**src/rtl/rhd_pkg.sv**
```systemverilog
`timescale 1ns / 1ps

package rhd_pkg;

    localparam int HIST_DEPTH = 128;
    localparam int HIST_AW    = 7;
    localparam logic [7:0] HIST_RESET = 8'h39;

    typedef enum logic [1:0] {
        S_IDLE,
        S_FILL,
        S_READ
    } state_t;

endpackage

```
**src/rtl/rle_history_decoder.sv**
```systemverilog
`timescale 1ns / 1ps

// channel | signals                              | dir | word
// --------+--------------------------------------+-----+---------------------------------
// in      | in_valid, in_ready, in_byte          | in  | one encoded stream byte
// out     | out_valid, out_ready, out_byte,      | out | decoded byte, repeat count,
//         | repeat_res, last                     |     | last-of-item flag
//
// Literal and marker bytes: taken back to back while the output register drains.
// Run count c >= 0: c + 1 history entries are written; the single history write port fills one entry per cycle.
// Back-reference: the history read is registered, and S_READ waits out output stalls.
// Reset: async, active low; history entries read as 0x39 until written (per-entry valid bits).
// Output stalls stop input only when the output register holds an unread word.

module rle_history_decoder
(
    input  logic       clk,
    input  logic       rst_n,
    input  logic       in_valid,
    output logic       in_ready,
    input  logic [7:0] in_byte,
    output logic       out_valid,
    input  logic       out_ready,
    output logic [7:0] out_byte,
    output logic [7:0] repeat_res,
    output logic       last
);
    import rhd_pkg::*;

    logic [7:0]            hist_mem [HIST_DEPTH];
    logic [HIST_DEPTH-1:0] hist_valid_reg;

    state_t state_reg, state_next;

    logic [HIST_AW-1:0] wp_reg, wp_next;
    logic [7:0]         prev_reg, prev_next;
    logic               prev_valid_reg, prev_valid_next;
    logic               count_pending_reg, count_pending_next;
    logic [HIST_AW-1:0] cnt_reg, cnt_next;

    logic [7:0]         rd_data_reg;
    logic               src_valid_reg;
    logic               fwd_reg;
    logic               rd_en;
    logic [HIST_AW-1:0] rd_addr;

    logic               out_valid_reg;
    logic [7:0]         out_byte_reg;
    logic [7:0]         repeat_reg;
    logic               last_reg;
    logic               out_free;
    logic               out_load;
    logic [7:0]         out_byte_next;
    logic [7:0]         repeat_next;
    logic               last_next;

    logic               mem_we;
    logic [7:0]         mem_wdata;
    logic               accept;
    logic               is_marker;
    logic [7:0]         back_val;

    assign out_free  = !out_valid_reg || out_ready;
    assign accept    = in_valid && in_ready;
    assign is_marker = !count_pending_reg && prev_valid_reg && (in_byte == prev_reg);
    assign rd_addr   = wp_reg + HIST_AW'(1) + in_byte[HIST_AW-1:0];
    assign back_val  = fwd_reg ? prev_reg : (src_valid_reg ? rd_data_reg : HIST_RESET);

    // next state
    always_comb
    begin
        state_next = state_reg;
        unique case (state_reg)
            S_IDLE:
            begin
                if (accept && count_pending_reg)
                begin
                    if (in_byte[7])
                        state_next = S_READ;
                    else if (in_byte[HIST_AW-1:0] != '0)
                        state_next = S_FILL;
                end
            end
            S_FILL:
            begin
                if (cnt_reg == HIST_AW'(1))
                    state_next = S_IDLE;
            end
            S_READ:
            begin
                if (out_free)
                    state_next = S_IDLE;
            end
            default: state_next = S_IDLE;
        endcase
    end

    // outputs and datapath updates
    always_comb
    begin
        in_ready           = 1'b0;
        mem_we             = 1'b0;
        mem_wdata          = prev_reg;
        rd_en              = 1'b0;
        out_load           = 1'b0;
        out_byte_next      = prev_reg;
        repeat_next        = 8'd1;
        last_next          = 1'b1;
        wp_next            = wp_reg;
        prev_next          = prev_reg;
        prev_valid_next    = prev_valid_reg;
        count_pending_next = count_pending_reg;
        cnt_next           = cnt_reg;
        unique case (state_reg)
            S_IDLE:
            begin
                in_ready = out_free;
                if (accept)
                begin
                    if (count_pending_reg)
                    begin
                        count_pending_next = 1'b0;
                        prev_valid_next    = 1'b0;
                        mem_we             = 1'b1;
                        wp_next            = wp_reg + HIST_AW'(1);
                        out_load           = 1'b1;
                        if (in_byte[7])
                        begin
                            rd_en     = 1'b1;
                            last_next = 1'b0;
                        end
                        else
                        begin
                            repeat_next = in_byte + 8'd1;
                            cnt_next    = in_byte[HIST_AW-1:0];
                        end
                    end
                    else if (is_marker)
                    begin
                        count_pending_next = 1'b1;
                    end
                    else
                    begin
                        mem_we          = 1'b1;
                        mem_wdata       = in_byte;
                        wp_next         = wp_reg + HIST_AW'(1);
                        prev_next       = in_byte;
                        prev_valid_next = 1'b1;
                        out_load        = 1'b1;
                        out_byte_next   = in_byte;
                    end
                end
            end
            S_FILL:
            begin
                mem_we   = 1'b1;
                wp_next  = wp_reg + HIST_AW'(1);
                cnt_next = cnt_reg - HIST_AW'(1);
            end
            S_READ:
            begin
                if (out_free)
                begin
                    mem_we        = 1'b1;
                    mem_wdata     = back_val;
                    wp_next       = wp_reg + HIST_AW'(1);
                    out_load      = 1'b1;
                    out_byte_next = back_val;
                end
            end
            default: ;
        endcase
    end

    always_ff @(posedge clk or negedge rst_n)
    begin
        if (!rst_n)
        begin
            state_reg         <= S_IDLE;
            wp_reg            <= '0;
            prev_reg          <= '0;
            prev_valid_reg    <= 1'b0;
            count_pending_reg <= 1'b0;
            cnt_reg           <= '0;
            hist_valid_reg    <= '0;
            out_valid_reg     <= 1'b0;
        end
        else
        begin
            state_reg         <= state_next;
            wp_reg            <= wp_next;
            prev_reg          <= prev_next;
            prev_valid_reg    <= prev_valid_next;
            count_pending_reg <= count_pending_next;
            cnt_reg           <= cnt_next;
            if (mem_we)
                hist_valid_reg[wp_reg] <= 1'b1;
            if (out_load)
                out_valid_reg <= 1'b1;
            else if (out_ready)
                out_valid_reg <= 1'b0;
        end
    end

    always_ff @(posedge clk)
    begin
        if (mem_we)
            hist_mem[wp_reg] <= mem_wdata;
        if (rd_en)
        begin
            rd_data_reg   <= hist_mem[rd_addr];
            src_valid_reg <= hist_valid_reg[rd_addr];
            fwd_reg       <= (rd_addr == wp_reg);
        end
        if (out_load)
        begin
            out_byte_reg <= out_byte_next;
            repeat_reg   <= repeat_next;
            last_reg     <= last_next;
        end
    end

    assign out_valid  = out_valid_reg;
    assign out_byte   = out_byte_reg;
    assign repeat_res = repeat_reg;
    assign last       = last_reg;

    a_load_free: assert property (@(posedge clk) disable iff (!rst_n)
        out_load |-> out_free)
        else $error("output register overwritten");

    a_pending_prev: assert property (@(posedge clk) disable iff (!rst_n)
        count_pending_reg |-> prev_valid_reg)
        else $error("count pending without previous byte");

    a_fill_cnt: assert property (@(posedge clk) disable iff (!rst_n)
        (state_reg == S_FILL) |-> (cnt_reg != '0))
        else $error("fill with zero count");

    a_busy_stall: assert property (@(posedge clk) disable iff (!rst_n)
        (state_reg != S_IDLE) |-> !in_ready)
        else $error("input taken while busy");

    a_read_done: assert property (@(posedge clk) disable iff (!rst_n)
        (state_reg == S_READ && out_load) |=> (state_reg == S_IDLE && out_valid_reg))
        else $error("back-reference result lost");

endmodule
```
**config.mk**
```make
export PLATFORM = sky130hd
export DESIGN_NAME = rle_history_decoder
export DESIGN_NICKNAME = d
export VERILOG_FILES = /design/src/rtl/rhd_pkg.sv /design/src/rtl/rle_history_decoder.sv
export SDC_FILE = /design/constraint.sdc
export NUM_CORES = 1
export LEC_CHECK = 0
export BUFFER_PORTS_ARGS = -buffer_cell sky130_fd_sc_hd__clkbuf_2
export CAP_MARGIN = 20
export CORE_UTILIZATION = 57
export CTS_CLUSTER_DIAMETER = 30
export DETAILED_ROUTE_END_ITERATION = 8
export HOLD_SLACK_MARGIN = 0.03
export PLACE_DENSITY = 0.85
export SYNTH_ARGS = -nofsm -noshare
export SYNTH_HDL_FRONTEND = slang
export SYNTH_SLANG_ARGS = --single-unit
```
**constraint.sdc**
```tcl
create_clock -name clk -period 8 [get_ports clk]
set_input_delay 1.6 -clock clk [delete_from_list [all_inputs] [get_ports clk]]
set_output_delay 1.6 -clock clk [all_outputs]
set_load 0.005 [all_outputs]
```
== After elaboration in Yosys (flattened, before gate mapping) ==
Memories as Yosys holds them, arrays and structs flattened. A register that Yosys moved wholly into a read port is not among the register bits.
Index checks and enable logic that the tools add are counted.

* Memories kept: 1
* Memory bits (writable): 1024
* Output and inout bits: 19
* Input port bits: 12
* Bits in registers: 174
* Logic and storage cells: 105

{| class="wikitable"
|+ Memory list
! name !! depth !! bits a word !! read ports !! clocked after Yosys merged registers in !! write ports !! RTL line !! RTL
|-
| hist_mem || 128 || 8 || 1 || 1 || 1 || rle_history_decoder.sv:30 || <nowiki>logic [7:0] hist_mem [HIST_DEPTH];</nowiki>
|}

* Order comparisons: 3
* Multiplexer cells: 46
* Bitwise operators: 4
* Reduce and logical (&&, ||, !) cells: 20
* Equality and inequality tests: 14
* Add/sub/neg operators: 4

{| class="wikitable"
|+ Operators by type and width
! operator !! count
|-
| $or 128x128->128 || 1
|-
| $mux 7 || 7
|-
| $mux 8 || 6
|-
| $pmux 7 s3 || 1
|-
| $mux 1 || 20
|-
| $lt 7x8->1 const B || 2
|-
| $pmux 8 s2 || 1
|-
| $ne 2x2->1 const B || 7
|-
| $pmux 7 s2 || 1
|-
| $reduce_and 4->1 || 3
|-
| $mux 2 || 5
|-
| $add 8x1->8 const B || 1
|-
| $eq 8x8->1 || 1
|-
| $add 7x1->7 const B || 1
|-
| $add 7x7->7 || 1
|-
| $bmux 1 s7 || 1
|-
| $demux 1 s7 || 1
|-
| $eq 7x1->1 const B || 1
|-
| $eq 7x7->1 || 1
|-
| $ge 7x1->1 const B || 1
|-
| $reduce_bool 7->1 || 1
|-
| $sub 7x1->7 const B || 1
|-
| $ne 3x3->1 const B || 2
|-
| $pmux 2 s3 || 1
|-
| 14 further kinds || 23
|}

== Longest topological paths before layout ==
* Depth in word-level cells: 9
* Mapped depth: 13
* Gate-level depth less buffers: 10

== Worst setup path before layout ==
Ideal clock, no wire load.

* Path type: input to register
* Start point: input port in_byte[3]
* End point: memory hist_mem[0][5], data pin
* Arrival time: 8.043 ns
* Path buffers: 1
* Stages: 8
* Path slack: -1.315 ns
* Data required time: 6.728 ns
* Library setup time: 1.272 ns
* Cells stage by stage: buf_2 -> xnor2_1 -> nand3b_1 -> nor3_1 -> nor3_4 -> mux2_2 -> nor3_1 -> a221oi_1

* Word-level cells in the longest chain between the ends: 6

{| class="wikitable"
|+ RTL lines
! item !! RTL line !! RTL
|-
| from (decl) || rle_history_decoder.sv:21 || <nowiki>input logic [7:0] in_byte,</nowiki>
|-
| $eq 8x8->1 || rle_history_decoder.sv:65 || <nowiki>assign is_marker = !count_pending_reg && prev_valid_reg && (in_byte == prev_reg);</nowiki>
|-
| $logic_and 1x1->1 || rle_history_decoder.sv:65 ||
|-
| $mux 8 || - ||
|-
| $mux 8 || rle_history_decoder.sv:120 || <nowiki>if (count_pending_reg)</nowiki>
|-
| $mux 8 || rle_history_decoder.sv:118 || <nowiki>if (accept)</nowiki>
|-
| $pmux 8 s2 || rle_history_decoder.sv:114 || <nowiki>unique case (state_reg)</nowiki>
|-
| via mem_wdata[5] || rle_history_decoder.sv:58 || <nowiki>logic [7:0] mem_wdata;</nowiki>
|-
| to (decl) || rle_history_decoder.sv:30 ||
|}

The timed path passes the listed nets, and every way through them passes these cells.

== Final worst setup path ==
* Start point: input port in_byte[0]
* End point: register rd_data_reg[2], read port of hist_mem, data pin

* Word-level cells in the longest chain between the ends: 1

{| class="wikitable"
|+ RTL lines
! item !! RTL line !! RTL
|-
| $add 7x7->7 || rle_history_decoder.sv:66 || <nowiki>assign rd_addr = wp_reg + HIST_AW'(1) + in_byte[HIST_AW-1:0];</nowiki>
|-
| to (decl) || rle_history_decoder.sv:41 || <nowiki>logic [7:0] rd_data_reg;</nowiki>
|}

Every way passes these cells.
A chain may end at the register's enable or synchronous reset.

==> impl_metrics.ini <==
[worst_setup_path]
critPathMaxStageDelay_ns = 1.46
cp.required_ns = 8.49
rr_worst_depth = 9
worst-path-max-fanout = 76
worst-setup-path-type = in -> reg
cp.arrival_ns = 5.96
cp_cell_sequence = clkbuf_2, ha_4, fa_4, buf_12, mux4_2, mux2i_1, o22ai_1, nor2_1, mux2i_1, mux2_2
cp-end-kind = flip-flop
critPathMostFrequentCell = mux2i_1
reg2reg_slack_ns = 2.92
crit_path_start_kind = primary input
reg2reg_from = wp_reg[0]
worst_path_max_delay_cell = fa_4
timing.rr.end = rd_data_reg[2]

[timing]
period_minus_slack_ns = 5.473
fin_crit_sh = 0.6841
slew_violations = 0
fin_tns_setup_ns = 0
rsz0062_at_grt = false
setup_viol = 0
slew-limit-headroom = 0.1999
finalClockSkew_ns = 0.02675
timing.fmax_mhz = 182.7
hold_violations = 0
worst-slew-pin-transition_ns = 1.200

[place]
dp.cells = 3484
place_congestion = 0.8396
io_buffers = 30
hpwlAfterDp_um = 60720

[grt]
grt_max_degree = 114
grt_antenna_before_repair = 4
grt_pass1_vias = 26610
grtUsageTotal = 0.2792
overflow = 0
grt_pass1_wl_um = 174300

[layout]
fillers = 4800
utilization = 0.6620
area_growth_pct = 14.92
final_common_cell = edfxtp_1
final_cells = 3797
final_cell_mix = 1051 x edfxtp_1, 288 x mux4_2, 185 x nor2_1, 167 x clkbuf_16, 155 x dfrtp_1
largest_reg_flops = 1024
fin_nets = 2544
drive_gt1_frac = 0.2738
diodes = 0

[cts]
cts-buffers-inserted = 166
cts_setup_buffers = 0
hold_buffers = 0
cts_resized = 0
htree_levels = 4
cts_sinks = 1206
cts_root_buf = clkbuf_16
clk_path_buf_depth = 3
path_clk_slew_ns = 0.06
clk_latency_ns = 0.76
cts_tree = done

[yosys]
synth_area_leaders = edfxtp_1 65%, mux4_2 13%, dfrtp_1 8.0%
synthArstFlopShare = 0.1285
synth_top_area_cell = edfxtp_1
yosysSeqAreaShare = 0.7351
synth_edf_count = 1051
synth_flop_cell = edfxtp_1
yosys_register_bits = 1206
ys_types = 62
mappedNetlistArea_um2 = 48210
netlist.area_leader.share = 0.6546
synth.avg_cell_area_um2 = 19.85
synth_nets = 2454
synth_cells = 2429
yosys_warnings = 0

[power_and_ir_drop]
power.switching_mw = 10.15
cell_internal_pwr_mw = 16.86
swShare = 0.3757
clkPwrFrac = 0.281
combPwrFrac = 0.429
seq_power_share = 0.290
p_leak_nw = 18.66
vdd_drop_max_mv = 0.9766
p_per_area_nw_per_um2 = 487.4

[hold_path]
whs_path_depth = 1
holdCritPathClass = reg -> reg
worst_hold_path.endpoint = hist_valid_reg[18]
min_from = hist_valid_reg[18]

[floorplanning]
rows = 106
pin_count = 31
die_w_um = 292.8
dieHeight_um = 292.8
start_util = 0.5761
die_area_um2 = 85750
core_um2 = 83690

[drt]
ant_nets = 0
drt_first_pass_iters = 5
drc = 0
via_per_inst = 6.706
drt-initial-drc-count = 3381
wl_um = 117000
routedWlPerCell_um = 30.81
num_vias = 25460

[status]
status = completed

[run]
maxCapViolCount = 0
==> kinds of logic after synthesis <==
group	Yosys count	share of synthesized area
XOR/XNOR	34	0.007267
adder cells (fa/ha/maj)	13	0.003530
buffers and inverters	161	0.01645
AND/OR/NAND/NOR	311	0.02868
multiplexers	469	0.1732
AO/OA/AOI/OAI	235	0.03582
flip-flops	1206	0.7351
==> power by group through the flow <==
stage | sequential [mW] | combinational, mW | clock [mW]
floorplan | 7.81 | 7.75 | 0
global placement | 7.85 | 10.6 | 0
detailed placement | 7.89 | 10.9 | 0
CTS | 7.81 | 11.3 | 7.62
global route | 7.85 | 11.9 | 7.85
finish | 7.83 | 11.6 | 7.58
==> Yosys cell counts (3+ instances only) <==
| library cell | instances |
|---|---|
| mux2_2 | 36 |
| or2_1 | 9 |
| xnor2_1 | 24 |
| clkbuf_1 | 52 |
| mux2i_1 | 144 |
| ha_1 | 12 |
| inv_1 | 14 |
| and2_1 | 3 |
| dfrtp_1 | 155 |
| nor2_1 | 185 |
| o21ai_0 | 12 |
| or3_1 | 4 |
| nand3b_1 | 3 |
| nand3_1 | 19 |
| a221oi_1 | 5 |
| buf_6 | 10 |
| o21bai_1 | 112 |
| o221a_2 | 3 |
| buf_2 | 79 |
| nand2b_1 | 7 |
| or2_2 | 10 |
| nor3_1 | 7 |
| nor2b_1 | 7 |
| buf_4 | 4 |
| and3_1 | 4 |
| edfxtp_1 | 1051 |
| nand2_1 | 43 |
| nand4_1 | 4 |
| o22ai_1 | 61 |
| mux4_2 | 288 |
| a21oi_1 | 8 |
| a221o_1 | 11 |
| xor2_1 | 6 |
==> worst max-delay path by stage <==
| stage | to | from |
|---|---|---|
| final | rd_data_reg[2] | in_byte[0] |
| after CTS | rd_data_reg[7] | in_byte[0] |
| after detailed placement | rd_data_reg[2] | in_byte[0] |
| after global placement | rd_data_reg[2] | in_byte[0] |
| after floorplan | hist_mem[0][2] | in_byte[3] |
| after global routing | rd_data_reg[2] | in_byte[0] |
==> area by class of cell <==
type / instances / area (um2) / share of cell area
Sequential cell: 1206 / 35440 / 0.6396
Multi-Input combinational cell: 1062 / 12150 / 0.2193
Clock buffer: 187 / 4304 / 0.07769
Clock inverter: 125 / 1494 / 0.02696
Tap cell: 1134 / 1419 / 0.02561
Timing Repair Buffer: 69 / 544.3 / 0.009824
Inverter: 14 / 52.55 / 0.0009485
==> per-layer routing <==
metal,global-route usage,wire length (um)
met2,0.4524,57930
met1,0.3520,40570
met4,0.1425,5960
met3,0.07102,12500
met5,0,38
==> critical path: cells and delay by family <==
family / cells / cell delay, ns
buffers and inverters: 2 / 0.65
AOI/OAI and AO/OA: 1 / 0.17
adders and majority gates: 2 / 1.67
muxes: 4 / 1.27
and+or+nand+nor: 1 / 0.46
==> stage by stage <==
| stage | worst slack (ns) | cell area (um2) | total power, mW | hold slack, ns |
|---|---|---|---|---|
| after global routing | 2.474 | 55400 | 27.61 | 0.4874 |
| after detailed placement | 1.940 | 49580 | 18.77 | 0.4536 |
| after floorplan | 1.502 | 48240 | 15.56 | 0.4280 |
| after CTS | 2.606 | 55380 | 26.73 | 0.4729 |
| after global placement | 1.983 | 49580 | 18.50 | 0.4435 |
| final | 2.527 | 55400 | 27.00 | 0.4748 |
(Power assumes the default switching activity.)
